[src/rtl/dfu_image_receiver_crc32_core_macros.svh]
// Assertion helpers for the DFU receiver core.
`ifndef DFU_IMAGE_RECEIVER_CRC32_CORE_MACROS_SVH
`define DFU_IMAGE_RECEIVER_CRC32_CORE_MACROS_SVH

`ifndef SYNTH
`define DFU_ASSERT(lbl, prop) \
  lbl: assert property (@(posedge clk_i) disable iff (!rst_ni) prop) \
    else $error("dfu core check failed");
`define DFU_ASSERT_IMPL(lbl, ante, cons) \
  lbl: assert property (@(posedge clk_i) disable iff (!rst_ni) (ante) |-> (cons)) \
    else $error("dfu core implication failed");
`else
`define DFU_ASSERT(lbl, prop)
`define DFU_ASSERT_IMPL(lbl, ante, cons)
`endif

`endif

[src/rtl/dfu_crc_pkg.sv]
package dfu_crc_pkg;

  localparam int MAX_PACKET_BYTES = 512;

  localparam logic [31:0] CRC_POLY     = 32'hEDB88320;
  localparam logic [31:0] CRC_ALL      = 32'hFFFFFFFF;
  localparam logic [15:0] PRN_MIN      = 16'd8;
  localparam logic [15:0] PRN_MAX      = 16'd128;
  localparam logic [7:0]  DATA_OBJECT  = 8'd2;
  localparam logic [24:0] CAPACITY_CAP = 25'd16777216;
  localparam logic [24:0] MAX_SIZE_RST = 25'd1966080;

  localparam logic [2:0] KIND_DATA   = 3'd0;
  localparam logic [2:0] KIND_CREATE = 3'd1;
  localparam logic [2:0] KIND_PRN    = 3'd2;
  localparam logic [2:0] KIND_CRC    = 3'd3;
  localparam logic [2:0] KIND_EXEC   = 3'd4;
  localparam logic [2:0] KIND_SELECT = 3'd5;

  localparam logic [1:0] STATUS_OK      = 2'd0;
  localparam logic [1:0] STATUS_INVALID = 2'd1;
  localparam logic [1:0] STATUS_FAILED  = 2'd2;

  typedef struct packed {
    logic        response_valid;
    logic [2:0]  response_kind;
    logic [1:0]  status;
    logic [24:0] offset_out;
    logic [31:0] crc_out;
    logic [24:0] max_size_out;
    logic        write_enable;
    logic [23:0] write_address;
    logic [7:0]  write_data;
    logic        apply_image;
  } result_t;

  // Fold one byte into a finalized (post-xor) reflected CRC32.
  function automatic logic [31:0] crc_add_byte(input logic [31:0] fin, input logic [7:0] b);
    logic [31:0] c;
    c = ~fin ^ {24'd0, b};
    for (int k = 0; k < 8; k++) begin
      c = c[0] ? ((c >> 1) ^ CRC_POLY) : (c >> 1);
    end
    return c ^ CRC_ALL;
  endfunction

endpackage

[src/rtl/dfu_crc_in_if.sv]
interface dfu_crc_in_if;
  logic        valid;
  logic        ready;
  logic [2:0]  kind;
  logic [7:0]  data_byte;
  logic [9:0]  packet_len;
  logic        first_in_packet;
  logic [7:0]  object_type;
  logic [31:0] object_size;
  logic [15:0] prn_request;

  modport source (
    output valid, kind, data_byte, packet_len, first_in_packet, object_type,
           object_size, prn_request,
    input  ready
  );
  modport sink (
    input  valid, kind, data_byte, packet_len, first_in_packet, object_type,
           object_size, prn_request,
    output ready
  );
endinterface

[src/rtl/dfu_crc_out_if.sv]
interface dfu_crc_out_if;
  logic        valid;
  logic        ready;
  logic        response_valid;
  logic [2:0]  response_kind;
  logic [1:0]  status;
  logic [24:0] offset_out;
  logic [31:0] crc_out;
  logic [24:0] max_size_out;
  logic        write_enable;
  logic [23:0] write_address;
  logic [7:0]  write_data;
  logic        apply_image;

  modport source (
    output valid, response_valid, response_kind, status, offset_out, crc_out,
           max_size_out, write_enable, write_address, write_data, apply_image,
    input  ready
  );
  modport sink (
    input  valid, response_valid, response_kind, status, offset_out, crc_out,
           max_size_out, write_enable, write_address, write_data, apply_image,
    output ready
  );
endinterface

[src/rtl/dfu_image_receiver_crc32_core.sv]
// Channel  Dir  Handshake     Payload
// in_i     in   valid/ready   command or image byte (kind, data_byte, packet_len, ...)
// out_o    out  valid/ready   one result item per input item
// cfg      in   cfg_we_i      max_image_size (cfg_wdata_i)
//
// One item per cycle: state and result are computed in the accept cycle
// (the bytewise CRC32 step is the longest path) and the result lands in the output
// register. The input stalls only while that register is full and not taken.
// rst_ni clears all session state and restores the default capacity.
`include "dfu_image_receiver_crc32_core_macros.svh"

module dfu_image_receiver_crc32_core (
  input  logic          clk_i,
  input  logic          rst_ni,
  input  logic          cfg_we_i,
  input  logic [24:0]   cfg_wdata_i,
  dfu_crc_in_if.sink    in_i,
  dfu_crc_out_if.source out_o
);

  logic [24:0] max_size_q;
  logic [24:0] bw_q, bw_d;
  logic [24:0] exp_q, exp_d;
  logic [31:0] crc_q, crc_d;
  logic        sess_q, sess_d;
  logic [7:0]  ni_q, ni_d;
  logic [7:0]  psn_q, psn_d;
  logic [9:0]  pbl_q, pbl_d;
  logic        drop_q, drop_d;

  logic                 out_valid_q;
  dfu_crc_pkg::result_t res_q, res_d;
  logic                 in_fire;

  assign in_i.ready = !out_valid_q || out_o.ready;
  assign in_fire    = in_i.valid && in_i.ready;

  always_ff @(posedge clk_i or negedge rst_ni) begin
    if (!rst_ni) begin
      max_size_q <= dfu_crc_pkg::MAX_SIZE_RST;
    end else if (cfg_we_i) begin
      max_size_q <= (cfg_wdata_i > dfu_crc_pkg::CAPACITY_CAP) ?
                    dfu_crc_pkg::CAPACITY_CAP : cfg_wdata_i;
    end
  end

  always_comb begin
    bw_d   = bw_q;
    exp_d  = exp_q;
    crc_d  = crc_q;
    sess_d = sess_q;
    ni_d   = ni_q;
    psn_d  = psn_q;
    pbl_d  = pbl_q;
    drop_d = drop_q;
    res_d  = '0;
    if (in_fire) begin
      unique case (in_i.kind)
        dfu_crc_pkg::KIND_DATA: begin
          if (in_i.first_in_packet) begin
            pbl_d  = '0;
            drop_d = 1'b1;
            if (in_i.packet_len != 10'd0 &&
                in_i.packet_len <= 10'(dfu_crc_pkg::MAX_PACKET_BYTES) && sess_q) begin
              // overrun closes the session
              if ({1'b0, bw_q} + {16'd0, in_i.packet_len} > {1'b0, exp_q}) begin
                sess_d = 1'b0;
              end else begin
                pbl_d  = in_i.packet_len;
                drop_d = 1'b0;
              end
            end
          end
          if (!drop_d && pbl_d != 10'd0) begin
            res_d.write_enable  = 1'b1;
            res_d.write_address = bw_q[23:0];
            res_d.write_data    = in_i.data_byte;
            crc_d = dfu_crc_pkg::crc_add_byte(crc_q, in_i.data_byte);
            bw_d  = bw_q + 25'd1;
            pbl_d = pbl_d - 10'd1;
            if (pbl_d == 10'd0 && ni_q != 8'd0) begin
              psn_d = psn_q + 8'd1;
              if (psn_d >= ni_q) begin
                psn_d                = '0;
                res_d.response_valid = 1'b1;
                res_d.response_kind  = dfu_crc_pkg::KIND_CRC;
                res_d.offset_out     = bw_d;
                res_d.crc_out        = crc_d;
              end
            end
          end
        end
        dfu_crc_pkg::KIND_CREATE: begin
          res_d.response_valid = 1'b1;
          res_d.response_kind  = dfu_crc_pkg::KIND_CREATE;
          if (in_i.object_type != dfu_crc_pkg::DATA_OBJECT || in_i.object_size == 32'd0 ||
              in_i.object_size > {7'd0, max_size_q}) begin
            res_d.status = dfu_crc_pkg::STATUS_INVALID;
          end else begin
            bw_d   = '0;
            exp_d  = in_i.object_size[24:0];
            crc_d  = '0;
            sess_d = 1'b1;
            psn_d  = '0;
            pbl_d  = '0;
            drop_d = 1'b0;
          end
        end
        dfu_crc_pkg::KIND_PRN: begin
          res_d.response_valid = 1'b1;
          res_d.response_kind  = dfu_crc_pkg::KIND_PRN;
          if (in_i.prn_request < dfu_crc_pkg::PRN_MIN ||
              in_i.prn_request > dfu_crc_pkg::PRN_MAX) begin
            res_d.status = dfu_crc_pkg::STATUS_INVALID;
          end else begin
            ni_d = in_i.prn_request[7:0];
          end
        end
        dfu_crc_pkg::KIND_CRC: begin
          res_d.response_valid = 1'b1;
          res_d.response_kind  = dfu_crc_pkg::KIND_CRC;
          res_d.offset_out     = bw_q;
          res_d.crc_out        = crc_q;
        end
        dfu_crc_pkg::KIND_EXEC: begin
          res_d.response_valid = 1'b1;
          res_d.response_kind  = dfu_crc_pkg::KIND_EXEC;
          if (!sess_q || bw_q != exp_q) begin
            res_d.status = dfu_crc_pkg::STATUS_FAILED;
          end else begin
            res_d.apply_image = 1'b1;
            psn_d             = '0;
          end
          sess_d = 1'b0;
        end
        dfu_crc_pkg::KIND_SELECT: begin
          res_d.response_valid = 1'b1;
          res_d.response_kind  = dfu_crc_pkg::KIND_SELECT;
          if (in_i.object_type != dfu_crc_pkg::DATA_OBJECT) begin
            res_d.status = dfu_crc_pkg::STATUS_INVALID;
          end else begin
            res_d.offset_out   = bw_q;
            res_d.max_size_out = max_size_q;
            res_d.crc_out      = (bw_q != 25'd0) ? crc_q : 32'd0;
          end
        end
        default: begin
          // unknown kind: silent empty result
        end
      endcase
    end
  end

  always_ff @(posedge clk_i or negedge rst_ni) begin
    if (!rst_ni) begin
      bw_q        <= '0;
      exp_q       <= '0;
      crc_q       <= '0;
      sess_q      <= 1'b0;
      ni_q        <= '0;
      psn_q       <= '0;
      pbl_q       <= '0;
      drop_q      <= 1'b0;
      out_valid_q <= 1'b0;
    end else begin
      bw_q   <= bw_d;
      exp_q  <= exp_d;
      crc_q  <= crc_d;
      sess_q <= sess_d;
      ni_q   <= ni_d;
      psn_q  <= psn_d;
      pbl_q  <= pbl_d;
      drop_q <= drop_d;
      if (in_fire) begin
        out_valid_q <= 1'b1;
      end else if (out_o.ready) begin
        out_valid_q <= 1'b0;
      end
    end
  end

  always_ff @(posedge clk_i) begin
    if (in_fire) begin
      res_q <= res_d;
    end
  end

  assign out_o.valid          = out_valid_q;
  assign out_o.response_valid = res_q.response_valid;
  assign out_o.response_kind  = res_q.response_kind;
  assign out_o.status         = res_q.status;
  assign out_o.offset_out     = res_q.offset_out;
  assign out_o.crc_out        = res_q.crc_out;
  assign out_o.max_size_out   = res_q.max_size_out;
  assign out_o.write_enable   = res_q.write_enable;
  assign out_o.write_address  = res_q.write_address;
  assign out_o.write_data     = res_q.write_data;
  assign out_o.apply_image    = res_q.apply_image;

  `DFU_ASSERT(a_write_advances, (in_fire && res_d.write_enable) |=> (bw_q == 25'($past(bw_q) + 25'd1)))
  `DFU_ASSERT(a_apply_closes, (in_fire && res_d.apply_image) |=> !sess_q)
  `DFU_ASSERT_IMPL(a_within_size, sess_q, bw_q <= exp_q)
  `DFU_ASSERT_IMPL(a_notify_reset, in_fire && in_i.kind == dfu_crc_pkg::KIND_DATA && res_d.response_valid, psn_d == 8'd0)

endmodule
[src/flat_wrapper.sv]
// flat-port wrapper written by rule: the top's interface ports become plain ports
module dfu_image_receiver_crc32_core_flat 
  (clk_i, rst_ni, cfg_we_i, cfg_wdata_i, in_i_valid, in_i_kind, in_i_data_byte, in_i_packet_len, in_i_first_in_packet, in_i_object_type, in_i_object_size, in_i_prn_request, in_i_ready, out_o_valid, out_o_response_valid, out_o_response_kind, out_o_status, out_o_offset_out, out_o_crc_out, out_o_max_size_out, out_o_write_enable, out_o_write_address, out_o_write_data, out_o_apply_image, out_o_ready);
  dfu_crc_in_if in_i_i ();
  dfu_crc_out_if out_o_i ();
  input  logic clk_i;
  input  logic rst_ni;
  input  logic cfg_we_i;
  input  logic [24:0] cfg_wdata_i;
  input wire logic [$bits(in_i_i.valid)-1:0] in_i_valid;
  input wire logic [$bits(in_i_i.kind)-1:0] in_i_kind;
  input wire logic [$bits(in_i_i.data_byte)-1:0] in_i_data_byte;
  input wire logic [$bits(in_i_i.packet_len)-1:0] in_i_packet_len;
  input wire logic [$bits(in_i_i.first_in_packet)-1:0] in_i_first_in_packet;
  input wire logic [$bits(in_i_i.object_type)-1:0] in_i_object_type;
  input wire logic [$bits(in_i_i.object_size)-1:0] in_i_object_size;
  input wire logic [$bits(in_i_i.prn_request)-1:0] in_i_prn_request;
  output wire logic [$bits(in_i_i.ready)-1:0] in_i_ready;
  output wire logic [$bits(out_o_i.valid)-1:0] out_o_valid;
  output wire logic [$bits(out_o_i.response_valid)-1:0] out_o_response_valid;
  output wire logic [$bits(out_o_i.response_kind)-1:0] out_o_response_kind;
  output wire logic [$bits(out_o_i.status)-1:0] out_o_status;
  output wire logic [$bits(out_o_i.offset_out)-1:0] out_o_offset_out;
  output wire logic [$bits(out_o_i.crc_out)-1:0] out_o_crc_out;
  output wire logic [$bits(out_o_i.max_size_out)-1:0] out_o_max_size_out;
  output wire logic [$bits(out_o_i.write_enable)-1:0] out_o_write_enable;
  output wire logic [$bits(out_o_i.write_address)-1:0] out_o_write_address;
  output wire logic [$bits(out_o_i.write_data)-1:0] out_o_write_data;
  output wire logic [$bits(out_o_i.apply_image)-1:0] out_o_apply_image;
  input wire logic [$bits(out_o_i.ready)-1:0] out_o_ready;
  assign in_i_i.valid = in_i_valid;
  assign in_i_i.kind = in_i_kind;
  assign in_i_i.data_byte = in_i_data_byte;
  assign in_i_i.packet_len = in_i_packet_len;
  assign in_i_i.first_in_packet = in_i_first_in_packet;
  assign in_i_i.object_type = in_i_object_type;
  assign in_i_i.object_size = in_i_object_size;
  assign in_i_i.prn_request = in_i_prn_request;
  assign in_i_ready = in_i_i.ready;
  assign out_o_valid = out_o_i.valid;
  assign out_o_response_valid = out_o_i.response_valid;
  assign out_o_response_kind = out_o_i.response_kind;
  assign out_o_status = out_o_i.status;
  assign out_o_offset_out = out_o_i.offset_out;
  assign out_o_crc_out = out_o_i.crc_out;
  assign out_o_max_size_out = out_o_i.max_size_out;
  assign out_o_write_enable = out_o_i.write_enable;
  assign out_o_write_address = out_o_i.write_address;
  assign out_o_write_data = out_o_i.write_data;
  assign out_o_apply_image = out_o_i.apply_image;
  assign out_o_i.ready = out_o_ready;
  dfu_image_receiver_crc32_core u_core (.clk_i(clk_i), .rst_ni(rst_ni), .cfg_we_i(cfg_we_i), .cfg_wdata_i(cfg_wdata_i), .in_i(in_i_i), .out_o(out_o_i));
endmodule
[config.mk]
export PLATFORM = sky130hd
export DESIGN_NAME = dfu_image_receiver_crc32_core_flat
export DESIGN_NICKNAME = d
export VERILOG_FILES = /design/src/rtl/dfu_crc_pkg.sv /design/src/rtl/dfu_crc_in_if.sv /design/src/rtl/dfu_crc_out_if.sv /design/src/rtl/dfu_image_receiver_crc32_core.sv /design/src/flat_wrapper.sv
export VERILOG_INCLUDE_DIRS = /design/src /design/src/rtl
export SDC_FILE = /design/constraint.sdc
export NUM_CORES = 1
export LEC_CHECK = 0
export BUFFER_PORTS_ARGS = -buffer_cell sky130_fd_sc_hd__buf_4
export CAP_MARGIN = 5
export CORE_MARGIN = 1.5
export CORE_UTILIZATION = 35
export DETAILED_ROUTE_END_ITERATION = 7
export PLACE_DENSITY = 0.62
export SLEW_MARGIN = 20
export SYNTH_ARGS = -nofsm -noshare
export SYNTH_HDL_FRONTEND = slang
export SYNTH_SLANG_ARGS = --single-unit
export TNS_END_PERCENT = 50
[constraint.sdc]
create_clock -name clk_i -period 12.3 [get_ports clk_i]
set_input_delay 1.23 -clock clk_i [delete_from_list [all_inputs] [get_ports clk_i]]
set_output_delay 1.23 -clock clk_i [all_outputs]
set_load 0.01 [all_outputs]
### Yosys cells after proc, flatten, opt, wreduce, memory -nomap -nowiden

Cells that the tools add are included.

* bits of input ports: 108
* flip-flop bits (word level): 258

* equal/unequal tests: 14
* reduce and logical (&&, ||, !) cells: 31
* $lt $le $gt $ge: 7
* add/subtract/negate cells: 4
* muxes and demuxes: 60
* bitwise logic cells: 14

Operator list (number)
* 2-to-1 mux 32 bit: 11
* 2-to-1 mux 57 bit: 3
* one-hot mux 57 bit (3 select lines): 1
* inverter 13 -> 14 bit: 8
* 2-to-1 mux 82 bit: 1
* 2-to-1 mux 25 bit: 3
* 2-to-1 mux 10 bit: 7
* inverter 32 bit: 2
* one-hot mux 32 bit (2 select lines): 1
* one-hot mux 25 bit (2 select lines): 1
* 2-to-1 mux 8 bit: 5
* 2-to-1 mux 33 bit: 1
* > comparator 32 x 25 -> 1 bit: 1
* zero test 32 bit: 1
* bitwise XOR 32 x 8 -> 32 bit: 1
* adder 25 x 10 -> 26 bit: 1
* > comparator 26 x 25 -> 1 bit: 1
* adder 25 x 1 -> 25 bit, second input constant: 1
* > comparator 25 bit, second input constant: 1
* inequality test 25 bit: 1
* nonzero test 25 bit: 1
* one-hot mux 4 bit (6 select lines): 1
* one-hot mux 8 bit (3 select lines): 1
* one-hot mux 10 bit (2 select lines): 1
* other kinds (33): 74

### Logic depth before layout (Yosys ltp)

Gate-level depths: netlist of the first run.

* word-level depth: 23
* gate-level depth with buffers: 34
* gate-level depth less buffers: 32

### Worst setup path after synthesis of the first run

Ideal clock, no wire load.

* kind: input to register
* start: input port in_i_packet_len[0]
* end: register u_core.res_q (netlist bit u_core.out_o.offset_out[2]) (data pin)
* required time: 12148 ps
* stages on the path: 31
* slack: 4690 ps
* data arrival time: 7458 ps
* cells stage by stage: ha_1 -> fa_1 -> a21o_1 -> a21oi_1 -> o21bai_1 -> a21oi_1 -> o21bai_1 -> a21oi_1 -> o21ai_0 -> and2_1 -> and3_1 -> and3_1 -> xor2_1 -> ha_1 -> nand3_1 -> nor3_1 -> a221oi_1 -> o311ai_2 -> a211oi_4 -> buf_4 -> a22o_1 -> inv_1 -> ha_1 -> o21ai_0 -> o21ba_4 -> or3_1 -> and3_4 -> or3_1 -> buf_2 -> or2_1 -> a31oi_1

RTL lines
* from (decl): line flat_wrapper.sv:13 `input wire logic [$bits(in_i_i.packet_len)-1:0] in_i_packet_len;`
* to (signal assigned): line dfu_image_receiver_crc32_core.sv:184 `res_q <= res_d;`
* to (decl): line dfu_image_receiver_crc32_core.sv:32 `dfu_crc_pkg::result_t res_q, res_d;`

==> metrics.md, run 1 <==
| Metric | Value |
|---|---|
| Status | finished with violations |
| Failing checks | DRC |
| # Max-Cap Violations | 0 |
| Per-cell routed wire length | between 15 and 20 um |
| Worst slew margin | ~28% |
| Violation count after the first detailed-route iteration | around 960 |
| RePlAce Congestion | between 0.9 and 1 |
| Row cnt | 74 |
| Synth cell types | slightly below 70 |
| CP endpoint kind | register |
| I/O pin count | 232 |
| Synth Flop Type | dfrtp_1 |
| Synthesized area | between 10000 and 15000 um2 |
| Clock buffer count from CTS | 30 |
| Number of port buffers | 231 |
| Cts repair resizes | 0 |
| Height of the die | a little over 200 um |
| Final period utilization | ~64% |
| DP Wirelength | between 30 and 40 mm |
| Initial antenna violation count | 0 |
| Root buffer cell | clkbuf_16 |
| TNS Setup | 0 ps |
| Number of H-tree levels | 1 |
| Flops & latches, synth | ~260 |
| Area growth, synth to finish | 22.28% |
| Largest net degree at the start of global routing | 92 |
| Crit path DAT | roughly 8300 ps |
| Max stage delay on crit path | between 400 and 500 ps |
| Tmin final | roughly 8000 ps |
| Clock transition at path regs | about 60 ps |
| Post-synthesis sequential area ratio | about half |
| Crit-path leading delay family | compound AO/OA/AOI/OAI gates |
| Longest Clk Path Bufs | 3 |
| Sequential cell area | 7072 um2 |
| RSZ-0062 raised after global routing | false |
| Antenna cells | 0 |
| Critical path required time | 12730 ps |
| Hold Vio Cnt, Final | 0 |
| Die Area | about 43000 um2 |
| Total global routing overflow | 0 |
| Crit path top cell by count | a21oi_1 |
| Worst Tran Pin Value | approximately 1100 ps |
| Worst Path Max Fanout | 37 |
| Hold buffer count at cts | 0 |
| Drt drc | 16 |
| Post-synth EDFFs | approximately 120 |
| Finished Layout Cells | 2287 |
| Final nets | 1913 |
| Post-Syn Instances | 1532 |
| Post-DRT Antenna Nets | 0 |
| Vias per cell | between 5 and 6 |
| Layout fillers | just under 4000 |
| Vias in the first global route | approximately 12000 |
| Max-slew violations | 0 |
| FMAX | 0.1269 GHz |
| Warnings, synthesis | 0 |
| Core ar. | 41020 um2 |
| Total Routed Length | ~43 mm |
| First-pass GRT wire length | ~69 mm |
| Clk_lat worst skew | a little under 600 ps |
| Maximum vdd ir drop | approximately 0.00011 V |
| Pleak | about 7.4 nW |
| Ys async rst share | between 50% and 60% |
| Fraction of layout cells with a size suffix above 1 | between 10% and 20% |
| Starting Density | around 36% |
| Pwr Total | just over 3 mW |
| Worst Hold Class | register to register |
| Worst path bufs/invs | 4 |
| TritonCTS clock tree | yes |
| DP Cell Count | roughly 2200 |
| Setup Buffers After CTS | 0 |
| Clock skew | 30.01 ps |
| Pwr dens | around 170 nW/um2 |
| Critical-path top delay cell | fa_1 |
| CP Class | primary input to register |
| Vias | between 10000 and 15000 |
| Post-Syn Area per Cell | 9.538 um2 |
| Global-route usage over all layers | between 15 and 20% |
| CP Launch Type | primary input |
| Final setup violation count | 0 |
| Die W | between 200 and 250 um |
| Drt pass-1 iters | 7 |
| Area of the multi-input gates | around 7000 um2 |
| Clock Sink Count | about 260 |
| Post-Syn Nets | between 1500 and 2000 |
==> state kept, by name, summed over array words and instances, names as in the netlist <==
register and count:
u_core.bw_q 25, u_core.crc_q 32, u_core.drop_q 1, u_core.exp_q 25, u_core.max_size_q 25, u_core.ni_q 8, u_core.out_o.apply_image 1, u_core.out_o.crc_out 32
u_core.out_o.max_size_out 25, u_core.out_o.offset_out 25, u_core.out_o.response_kind 3, u_core.out_o.response_valid 1, u_core.out_o.status 2, u_core.out_o.valid 1, u_core.out_o.write_address 24, u_core.out_o.write_data 8
u_core.out_o.write_enable 1, u_core.pbl_q 10, u_core.psn_q 8, u_core.sess_q 1
==> placed cells by master, fill, tap and decap left out, drive strengths merged, types with 4 or more instances in the layout <==
cell type,count
a21oi,78
nand2b,8
o22ai,5
edfxtp,122
nor2b,8
a22o,5
xnor2,82
inv,78
ha,73
o21a,5
xor2,49
nand2,213
nand4,16
and3,22
nor4,36
a211oi,7
o21ai,155
a21o,7
clkbuf,39
o21bai,6
o2bb2ai,6
clkinv,12
nor3,55
or3,6
dfstp,4
dfrtp,132
o31ai,58
buf,248
nor2,81
nor4b,4
a31oi,13
and2,35
nand3,43
==> tightest hold or removal path: stages (launching register included) <==
cell     delay [ps]
dfrtp_1         360
nand2_1          60
nand2_1          50
==> power breakdown <==
part           leakage (nW)  internal, mW  switching, mW
combinational          4.10         0.439          0.600
sequential             2.84          1.01          0.107
clock                 0.489         0.531          0.369
total                  7.43          1.98           1.08
==> stage by stage <==
stage               worst slack [ps]  hold slack (ps)  cell area [um2]  util (%)
global route                    3789            544.4            17870     43.56
finish                          4422            502.8            17870     43.56
floorplan                       4690            454.6            14610         -
global placement                4019            483.0            16860     41.10
CTS                             4480            502.2            17860     43.55
detailed placement              3867            491.0            16860     41.10
==> cell type report <==
class,instances,area share [%]
sequential,258,39.58
multi-input combinational,1115,38.98
timing repair buffer,248,10.44
clock buffer,39,4.559
tap,532,3.725
inverter,78,1.653
clock inverter,17,1.064
==> cells in the mapped netlist (2+ instances only) <==
cell	instances	area, um2
nor4_1	35	219.0
a21o_1	7	52.55
or2_2	2	12.51
nor2b_1	8	50.05
ha_1	73	913.4
mux2i_1	3	30.03
nor3b_1	2	15.01
nor3_2	2	20.02
and4_1	2	17.52
o21ai_0	127	635.6
a22o_1	5	43.79
inv_1	78	292.8
o2bb2ai_1	6	52.55
nand4_1	16	100.1
nand2_1	213	799.5
a21boi_0	2	15.01
nor3_1	52	260.3
a211oi_1	5	37.54
o22ai_1	5	31.28
and2_1	35	219.0
a31oi_1	13	81.33
a22oi_1	2	15.01
o21ai_1	27	135.1
nand3_1	43	215.2
o21bai_1	6	45.04
buf_2	8	40.04
a211o_1	2	17.52
nand3b_1	3	22.52
o31ai_1	58	435.4
xnor2_1	82	718.2
and3_1	21	131.4
a21oi_1	77	385.4
xor2_1	49	429.2
o211ai_1	3	22.52
dfrtp_1	132	3303
nor2_1	81	304.0
o21a_1	5	37.54
nor4b_1	4	35.03
mux2_2	2	22.52
dfstp_2	4	105.1
clkbuf_1	71	266.5
nand2b_1	8	50.05
or3_1	6	37.54
edfxtp_1	122	3664
==> cell families (layout without fill, tap and decap cells) <==
| logic type | after synthesis | in the layout | share of synthesized area [%] |
|---|---|---|---|
| and+or+nand+nor | 538 | 538 | 17.55 |
| AOI/OAI and AO/OA | 366 | 366 | 15.20 |
| DFF | 258 | 258 | 48.40 |
| buffers and inverters | 159 | 382 | 4.179 |
| xor gates and xnor gates | 131 | 131 | 7.852 |
| adders and majority gates | 74 | 74 | 6.388 |
| muxes | 6 | 6 | 0.4367 |
==> metal layers <==
metal	wire (um)	vias up	share of wire (%)	global-route usage [%]
li1	-	5868	-	-
met2	19810	395	46	31.92
met1	19650	5874	45	27.94
met4	1066	0	2.5	5.578
met3	2889	58	6.7	3.389
met5	0	-	0	0
==> worst paths after layout <==
kind,startpoint,endpoint,slack [ps],cells after the start
max,in_i_packet_len[0],u_core.out_o.offset_out[2],4420,34
max reg2reg,u_core.bw_q[0],u_core.out_o.offset_out[2],4650,33
max in group asynchronous,rst_ni,u_core.max_size_q[21],10230,2
min,u_core.pbl_q[8],u_core.pbl_q[8],500,2
min in group asynchronous,rst_ni,u_core.bw_q[12],670,1
min reg2reg,u_core.pbl_q[8],u_core.pbl_q[8],500,2
(Power assumes the default switching activity.)
==> run 2, diff against run 1 <==
Settings changed: PLACE_DENSITY 0.62 to 0.64.
Clock period 12.3 ns to 7 ns, I/O delays scaled along.
==> run 2 against run 1 <==
Compared with the run above:
- the flow still finishes with violations (DRC)
- flip-flop and latch count unchanged
- largest cell class unchanged
- worst setup slack worse by 4000 ps
- combinational power up 87%
- cell area up 1.8%
- die area unchanged
- clock power up 83%
- wire length up 2.5%
- largest power group unchanged
- critical path type is now register to register
- critical path depth unchanged
- sequential power up 73%
- utilization up 0.81 points
- count of clock-buffer cells in the layout up 6
- via count up 1.8%
==> metrics.md, run 2 (synthesis results as in run 1) <==
| Metric | Value |
|---|---|
| RSZ-0062 raised after global routing | false |
| Antenna cells | 0 |
| Pwr Total | between 5 and 6 mW |
| Number of port buffers | 231 |
| Switching share of total power | 35.31% |
| Utilization after layout | between 40% and 50% |
| Pwr dens | 303.7 nW/um2 |
| Final nets | about 1900 |
| Status | finished with violations |
| Vias | approximately 12000 |
| Clock transition at path regs | about 60 ps |
| Row cnt | 74 |
| Hold Vio Cnt, Final | 0 |
| TritonCTS clock tree | yes |
| CP endpoint kind | register |
| Worst Hold Class | primary input to asynchronous set/reset pin |
| Maximum vdd ir drop | around 0.00025 V |
| Net Sw Power | around 2 mW |
| CP Launch Type | register |
| Starting Density | a little over a third |
| Most frequent cells in the layout | buf_4, nand2_1, dfrtp_1 |
| Height of the die | between 200 and 250 um |
| Die Area | approximately 43000 um2 |
| Hold buffer count at cts | 0 |
| CP startpoint | u_core.bw_q[0] |
| Longest Clk Path Bufs | 3 |
| Layout fillers | 3951 |
| Tmin final | 6581 ps |
| Fraction of layout cells with a size suffix above 1 | about 20% |
| Total Routed Length | 44.52 mm |
| Global-route usage over all layers | 20.19% |
| Clock buffer count from CTS | 31 |
| Worst slew margin | between 20% and 30% |
| Crit path top cell by count | a21oi_2 |
| Largest net degree at the start of global routing | 75 |
| Post-DRT Antenna Nets | 0 |
| Vias per cell | 5.364 |
| DR WL met2 | approximately 20 mm |
| First-pass GRT wire length | 69.61 mm |
| Sequential Power Share | a little over a third |
| Comb power frac | approximately a third |
| RePlAce Congestion | between 0.8 and 0.9 |
| Area growth, synth to finish | 24.54% |
| Total global routing overflow | 0 |
| Clock Sink Count | about 260 |
| Worst Tran Pin Value | about 1100 ps |
| Number of H-tree levels | 1 |
| Drt drc | 15 |
| Critical-path top delay cell | fa_1 |
| Clock skew | around 19 ps |
| Drt pass-1 iters | 8 |
| Final setup violation count | 0 |
| Cell Int Power | around 3.6 mW |
| Clk network pwr share | between 20% and 30% |
| Critical path required time | between 7000 and 8000 ps |
| Final period utilization | between 90% and 100% |
| CP Class | register to register |
| Setup WS pre-CTS | -72.70 ps |
| Max-slew violations | 0 |
| Vias in the first global route | roughly 12000 |
| DR WL met3 | about 3.3 mm |
| I/O pin count | roughly 230 |
| Pleak | 7.636 nW |
| Clk_lat worst skew | ~580 ps |
| Violation count after the first detailed-route iteration | about 970 |
| Worst Path Max Fanout | 22 |
| Crit path DAT | about 7000 ps |
| Root buffer cell | clkbuf_16 |
| Commonest non-fill, non-tap cell in the layout | buf_4 |
| Metal-1 WL | about 20 mm |
| FMAX | 0.1519 GHz |
| DP Wirelength | approximately 32 mm |
| # Max-Cap Violations | 0 |
| Setup ws final | 418.5 ps |
| RR Startpoint | u_core.bw_q[0] |
| Per-cell routed wire length | just under 20 um |
| Die W | slightly above 200 um |
| Hold slack final | ~160 ps |
| Highest routed layer | met4 |
| Core ar. | 41020 um2 |
| Max stage delay on crit path | a little over 400 ps |
| Failing checks | DRC |
| Initial antenna violation count | 0 |
[run 2: cell types whose count changed in the layout (fill, tap and decap cells not counted), moves of 2 or more]
| cell | previous run | this run |
|---|---|---|
| o21ai_0 | 127 | 125 |
| a21oi_2 | 2 | 5 |
| clkinv_2 | 7 | 3 |
| clkbuf_16 | 30 | 33 |
| o21ai_1 | 27 | 29 |
| clkbuf_1 | 6 | 9 |
| buf_12 | 0 | 3 |
| clkinv_1 | 3 | 1 |
| buf_4 | 247 | 270 |
| a21oi_1 | 76 | 73 |
[run 2: critical path: cells and delay by family (launching register included)]
family                     cells  cell delay [ps]
AOI/OAI and AO/OA             14             2440
DFF                            1              400
and+or+nand+nor               11             1640
buffers and inverters          4              620
adders and majority gates      4             1160
xor gates and xnor gates       1              140
[run 2: timing repair]
item / in CTS / in global routing
gates resized for setup: 0 / 8
buffers inserted: 0 / 3
setup endpoints to repair: 0 / 73
[run 2: area by class of cell]
class | instances | area (um2) | area share [%]
Clock buffer | 45 | 889.6 | 4.889
Clock inverter | 12 | 147.6 | 0.8113
Inverter | 78 | 295.3 | 1.623
Multi-Input combinational cell | 1115 | 7004 | 38.49
Sequential cell | 258 | 7072 | 38.86
Tap cell | 532 | 665.6 | 3.658
Timing Repair Buffer | 275 | 2123 | 11.67
[run 2: path summary, 6_finish.rpt]
| check | to | slack [ps] | depth (start not counted) |
|---|---|---|---|
| max reg2reg | u_core.out_o.offset_out[7] | 420 | 34 |
| min in group clk_i | u_core.out_o.valid | 320 | 2 |
| max in group asynchronous | u_core.bw_q[17] | 5470 | 2 |
| min reg2reg | u_core.crc_q[1] | 520 | 2 |
| min | u_core.ni_q[0] | 160 | 1 |
| max | u_core.out_o.offset_out[7] | 420 | 34 |
[run 2: through the flow]
stage                     setup TNS [ps]  instance area, um2  cells
after floorplan                        0               14620   1532
after global placement            -156.3               17070   2254
after detailed placement           -1583               17070   2254
after CTS                              0               18110   2311
after global routing                   0               18200   2315
final                                  0               18200   2315
[run 2: metal layers]
layer	vias to the layer above	GRT usage, %
met1	5964	28.03
met2	465	31.67
met4	0	5.705
li1	5911	-
met5	-	0
met3	77	4.372
[run 2: power by group through the flow]
stage	sequential (mW)	clock [mW]	combinational, mW
4_1_cts	1.94	1.69	1.93
3_5_place_dp	1.97	0	1.91
2_1_floorplan	1.95	0	1.35
6_report	1.94	1.65	1.94
5_1_grt	1.97	1.74	2.12
3_3_place_gp	1.96	0	1.89
